**src/hdl/fat12ct_pkg.sv**
```systemverilog
`default_nettype none

package fat12ct_pkg;

  // Action codes carried by an input item
  localparam logic [2:0] ACT_LOAD_BYTE  = 3'd0;
  localparam logic [2:0] ACT_READ_BYTE  = 3'd1;
  localparam logic [2:0] ACT_GET_ENTRY  = 3'd2;
  localparam logic [2:0] ACT_SET_ENTRY  = 3'd3;
  localparam logic [2:0] ACT_FIND_FREE  = 3'd4;
  localparam logic [2:0] ACT_FREE_CHAIN = 3'd5;

  // Result status codes
  localparam logic [1:0] ST_OK        = 2'd0;
  localparam logic [1:0] ST_NO_FREE   = 2'd1;
  localparam logic [1:0] ST_CHAIN_CAP = 2'd2;

  // Link encoding
  localparam logic [11:0] END_MARK           = 12'hFF8;
  localparam logic [15:0] LINK_END           = 16'hFFFF;
  localparam logic [12:0] FIRST_DATA_CLUSTER = 13'd2;

  typedef struct packed {
    logic [2:0]  action;
    logic [11:0] cluster;
    logic [11:0] new_value;
    logic [12:0] byte_address;
    logic [7:0]  byte_in;
  } item_t;

  typedef struct packed {
    logic [1:0]  status;
    logic [15:0] link_value;
    logic [7:0]  byte_out;
    logic [12:0] freed_count;
  } result_t;

  typedef enum logic [3:0] {
    S_IDLE,
    S_BYTE,
    S_BYTE_CAP,
    S_CHECK,
    S_RD0,
    S_RD1,
    S_EVAL,
    S_WR0,
    S_WR1,
    S_DONE
  } fsm_state_t;

  typedef enum logic [3:0] {
    OP_NONE,
    OP_TAKE,
    OP_BYTE,
    OP_BYTE_CAP,
    OP_RD_LO,
    OP_RD_HI,
    OP_EVAL,
    OP_WR_LO,
    OP_WR_HI,
    OP_FAIL,
    OP_CAP_OVF,
    OP_PUBLISH
  } dp_op_t;

  typedef struct packed {
    dp_op_t op;
  } dp_cmd_t;

  typedef struct packed {
    logic [2:0] in_action;
    logic [2:0] action;
    logic       search_done;
    logic       chain_end;
    logic       cap_hit;
    logic       entry_zero;
    logic       out_free;
  } dp_stat_t;

endpackage

`default_nettype wire

```
**src/hdl/fat12ct_ctrl.sv**
```systemverilog
`default_nettype none

module fat12ct_ctrl
  import fat12ct_pkg::*;
(
  input  logic     clk,
  input  logic     rst,
  input  logic     in_valid,
  output logic     in_ready,
  input  dp_stat_t stat,
  output dp_cmd_t  cmd
);

  fsm_state_t state, state_next;

  always_ff @(posedge clk) begin
    if (rst) begin
      state <= S_IDLE;
    end else begin
      state <= state_next;
    end
  end

  // Next state
  always_comb begin
    state_next = state;
    unique case (state)
      S_IDLE: begin
        if (in_valid) begin
          priority if (stat.in_action == ACT_LOAD_BYTE || stat.in_action == ACT_READ_BYTE)
            state_next = S_BYTE;
          else if (stat.in_action == ACT_GET_ENTRY || stat.in_action == ACT_SET_ENTRY)
            state_next = S_RD0;
          else if (stat.in_action == ACT_FIND_FREE || stat.in_action == ACT_FREE_CHAIN)
            state_next = S_CHECK;
          else
            state_next = S_DONE;
        end
      end
      S_BYTE: begin
        state_next = (stat.action == ACT_READ_BYTE) ? S_BYTE_CAP : S_DONE;
      end
      S_BYTE_CAP: state_next = S_DONE;
      S_CHECK: begin
        if (stat.action == ACT_FIND_FREE) begin
          state_next = stat.search_done ? S_DONE : S_RD0;
        end else begin
          state_next = (stat.chain_end || stat.cap_hit) ? S_DONE : S_RD0;
        end
      end
      S_RD0: state_next = S_RD1;
      S_RD1: state_next = S_EVAL;
      S_EVAL: begin
        priority if (stat.action == ACT_GET_ENTRY)
          state_next = S_DONE;
        else if (stat.action == ACT_FIND_FREE)
          state_next = stat.entry_zero ? S_DONE : S_CHECK;
        else
          state_next = S_WR0;
      end
      S_WR0: state_next = S_WR1;
      S_WR1: begin
        state_next = (stat.action == ACT_FREE_CHAIN) ? S_CHECK : S_DONE;
      end
      S_DONE: begin
        if (stat.out_free) begin
          state_next = S_IDLE;
        end
      end
      default: state_next = S_IDLE;
    endcase
  end

  // Datapath commands
  always_comb begin
    cmd.op = OP_NONE;
    in_ready = 1'b0;
    unique case (state)
      S_IDLE: begin
        in_ready = 1'b1;
        if (in_valid) begin
          cmd.op = OP_TAKE;
        end
      end
      S_BYTE:     cmd.op = OP_BYTE;
      S_BYTE_CAP: cmd.op = OP_BYTE_CAP;
      S_CHECK: begin
        if (stat.action == ACT_FIND_FREE) begin
          if (stat.search_done) begin
            cmd.op = OP_FAIL;
          end
        end else if (!stat.chain_end && stat.cap_hit) begin
          cmd.op = OP_CAP_OVF;
        end
      end
      S_RD0:  cmd.op = OP_RD_LO;
      S_RD1:  cmd.op = OP_RD_HI;
      S_EVAL: cmd.op = OP_EVAL;
      S_WR0:  cmd.op = OP_WR_LO;
      S_WR1:  cmd.op = OP_WR_HI;
      S_DONE: begin
        if (stat.out_free) begin
          cmd.op = OP_PUBLISH;
        end
      end
      default: cmd.op = OP_NONE;
    endcase
  end

endmodule

`default_nettype wire

```
**config.mk**
```make
export PLATFORM = sky130hd
export DESIGN_NAME = fat12ct_ctrl
export DESIGN_NICKNAME = d
export VERILOG_FILES = /design/src/hdl/fat12ct_pkg.sv /design/src/hdl/fat12ct_ctrl.sv
export SDC_FILE = /design/constraint.sdc
export NUM_CORES = 1
export LEC_CHECK = 0
export BUFFER_PORTS_ARGS = -buffer_cell sky130_fd_sc_hd__buf_2
export CORE_AREA = 3 3 40 42
export CTS_BUF_LIST = sky130_fd_sc_hd__clkbuf_4 sky130_fd_sc_hd__clkbuf_8
export DETAILED_ROUTE_END_ITERATION = 12
export DIE_AREA = 0 0 43 45
export GPL_ROUTABILITY_DRIVEN = 0
export PLACE_DENSITY = 0.78
export SKIP_CTS_REPAIR_TIMING = 1
export SLEW_MARGIN = 10
export SYNTH_ARGS = -nofsm -noshare
export SYNTH_HDL_FRONTEND = slang
export SYNTH_SLANG_ARGS = --single-unit
```
**constraint.sdc**
```tcl
create_clock -name clk -period 3 [get_ports clk]
set_input_delay 0 -clock clk [delete_from_list [all_inputs] [get_ports clk]]
set_output_delay 0 -clock clk [all_outputs]
set_load 0.01 [all_outputs]
```
Yosys cells after proc, flatten, opt, wreduce, memory -nomap -nowiden --
Cells that the tools add are included.
Word-level totals: output and inout bits 5, register bits after elaboration 4, input bits 14, word-level logic and storage cells 51
Cells by class: muxes and demuxes 21, equality and inequality tests 20, reduce and logical (&&, ||, !) cells 9
Operators with widths (count):
- $pmux W4 S10 | 2
- $mux W4 | 17
- $eq A4 B3 Y1 const B | 4
- $eq A3 B3 Y1 const B | 4
- $eq A3 B2 Y1 const B | 3
- $eq A4 B2 Y1 const B | 2
- $eq A4 B4 Y1 const B | 2
- $eq A3 B1 Y1 const B | 2
- $eq A4 B1 Y1 const B | 1
- $logic_not A4 Y1 | 1
- $logic_or A1 B1 Y1 | 4
- $ne A2 B2 Y1 const B | 2
- $logic_not A3 Y1 | 1
- $mux W1 | 2
- $reduce_and A2 Y1 | 1
- $logic_and A1 B1 Y1 | 1
- $logic_not A1 Y1 | 1

Logic depth before layout (Yosys ltp) --
depth in word-level cells 7, gate-level depth with buffers 5, mapped depth without buffers 4

Least setup slack after synthesis --
No wires, ideal clock.
kind reg-to-reg, from register state[3], to register state[0], path slack 1563 ps, stages on the path, launching flop included 6, data arrival time 1317 ps, buffers on the path 1, library setup time 120 ps, clock period less this slack 1437 ps, cell sequence dfxtp_1 -> buf_4 -> or4b_1 -> nand3_1 -> nor2_1 -> o31a_1
Between the ends: word-level cells in the longest chain between the ends 3, elaborated cells between the ends (all ways) 14, those cells by class eq/ne: 11; mux: 1; reduce/logical: 2
RTL lines:
- from (decl) | line fat12ct_ctrl.sv:14 | fsm_state_t state, state_next;
- from (signal assigned) | line fat12ct_ctrl.sv:20 | state <= state_next;
- $eq A4 B4 Y1 / $logic_not A4 Y1 (equally long branches) | line fat12ct_ctrl.sv:27 | unique case (state)
- $ne A2 B2 Y1 (no source line)
- $reduce_and A2 Y1 (no source line)
Several ways; a longest one is shown, not always the timed one. A chain may end at the register's enable or synchronous reset.

==> impl_metrics.json <==
{
  "outcome": "finished with violations",
  "failed_checks": "negative hold slack",
  "path_class": "flip-flop to output pin",
  "syn-cell-area_um2": 588,
  "dp_cells": 106,
  "grt_overflow": 0,
  "dp_hpwl_mm": 1.12,
  "cts-htree-levels": 1,
  "hold_class": "primary input to flip-flop",
  "power.density_mw_per_mm2": 747,
  "setup_slack_ns": 1.26,
  "grt_max_degree": 19,
  "hold_depth": 2,
  "fin_util": 0.519,
  "wl_per_cell_um": 13.4,
  "clockBufferDepth": 2,
  "slowest_stage": "dfxtp_1",
  "skew_ns": 0.000205,
  "grt_usage": 0.151,
  "fp.dieW_um": 43,
  "slew_viol_final": 0,
  "max_cap_violations": 0,
  "synth_cells": 81,
  "synth_largest_area_cell": "dfxtp_1",
  "grt_pass1_vias": 581,
  "place_area_um2": 644,
  "tightest_slew_ns": 0.593,
  "min_from": "rst",
  "required_ns": 3.00,
  "synth_cell_types": 41,
  "rr_startpoint": "state[3]",
  "fin_setup_tns_ns": 0,
  "drive_above_1_share": 0.309,
  "seq_area_frac_synth": 0.136,
  "drt-initial-drc-count": 30,
  "period_share": 0.580,
  "cp_cell_sequence": "nor2b_1, o21ai_0, o31a_1, o22ai_1, buf_2",
  "drtPass1Iterations": 4,
  "drt_wl_total_mm": 1.46,
  "finalSetupViolations": 0,
  "antenna_cells": 0,
  "core_area_mm2": 0.00128,
  "r2r_end": "state[0]",
  "reg2reg_depth": 4,
  "leakage_nw": 0.270,
  "synth_area_per_cell_um2": 7.26,
  "end_kind": "output pin",
  "die-area_mm2": 0.00194,
  "yosysWarnings": 0,
  "num_io_pins": 19,
  "cts_sinks": 4,
  "final_cell_area_um2": 667,
  "synthArstFlopShare": 0,
  "synth_edf_count": 0,
  "power.total_uw": 498,
  "grt_pass1_wl_mm": 2.28,
  "cts_buffers": 3,
  "num-nets-final": 110,
  "root_buffer": "clkbuf_4",
  "layout_commonest_cell": "buf_2",
  "cp-start-kind": "flip-flop",
  "final_cell_mix": "buf_2, nor2_1, o21ai_0, a21oi_1",
  "initial_core_util": 0.458,
  "ir_worst_vdd_mv": 0.282,
  "fin_cells": 109,
  "reg2reg_slack_ns": 1.35,
  "vias_per_cell": 6.09,
  "place_ws_ns": 1.37,
  "reg_top3": "state: 4 flops",
  "numPortBuffers": 17,
  "rows": 13,
  "rsz0062_at_grt": "no",
  "hold-worst-slack_ns": -0.00253,
  "clkTransAtPathRegs_ns": 0.04,
  "synth_seq_cells": 4,
  "antenna_left": 0,
  "cts_tree": "built",
  "antenna_found_initial": 0,
  "area_delta_synth_final_pct": 13.4,
  "relSlewSlack": 0.604,
  "die_y_um": 45,
  "holdPathEnd": "state[2]",
  "routed-via-count": 664,
  "finalHoldViolations": 1,
  "synth_area_leaders": "dfxtp_1, a21oi_1, o21ai_0",
  "clock.fmax_mhz": 574,
  "critPathMaxFanout": 16,
  "worstPathArrival_ns": 1.74,
  "cp_slowest_stage_delay_ns": 0.62,
  "synth_nets": 95,
  "synth_top_area_share": 0.136,
  "largest_register_ffs": 4,
  "drc": 0,
  "finalCriticalPeriod_ns": 1.74,
  "insertion_delay_ns": 0.24,
  "regMostFlops": "state",
  "synth_ff_type": "dfxtp_1"
}
==> worst max-delay path by stage <==
stage | start | cells past startpoint | to
2_1_floorplan | state[3] | 5 | state[0]
3_3_place_gp | state[3] | 4 | state[0]
3_5_place_dp | state[3] | 4 | state[0]
4_1_cts | state[1] | 5 | cmd[0]
5_1_grt | state[1] | 5 | cmd[0]
6_report | state[1] | 5 | cmd[0]
==> area by class of cell <==
class                           count  area (um2)
Inverter                            4        15.0
Fill cell                         135         618
Clock buffer                        3        22.5
Sequential cell                     4        80.1
Timing Repair Buffer               17        85.1
Tap cell                           15        18.8
Multi-Input combinational cell     66         445
==> cell usage after synthesis (3+ instances only) <==
master,instances
dfxtp_1,4
o21ai_0,6
inv_1,4
nor3b_1,3
buf_4,4
nor2_1,8
nor2b_1,4
a21oi_1,6
==> per-layer routing <==
layer,up-vias,track usage,wire length [um]
li1,336,-,-
met1,304,0.194,670
met2,24,0.257,696
met3,0,0.0359,93
met4,0,0.0361,0
met5,-,0,0
==> power by group <==
group | switching [mW] | internal [mW]
Clock | 0.0239 | 0.0449
Sequential | 0.0705 | 0.0715
Combinational | 0.147 | 0.141
==> cells by family after synthesis <==
logic type	count (synthesis)	share of synthesized area
XOR/XNOR	1	0.0149
AND/OR/NAND/NOR	33	0.353
flip-flops	4	0.136
AO/OA/AOI/OAI	32	0.389
buffers and inverters	11	0.106
==> worst max-delay path: cells and delay by family (launching register included) <==
kind | cells | cell delay (ns)
AND/OR/NAND/NOR | 1 | 0.30
buffers and inverters | 1 | 0.16
AO/OA/AOI/OAI | 3 | 0.42
flip-flops | 1 | 0.62
(Power assumes the default switching activity.)
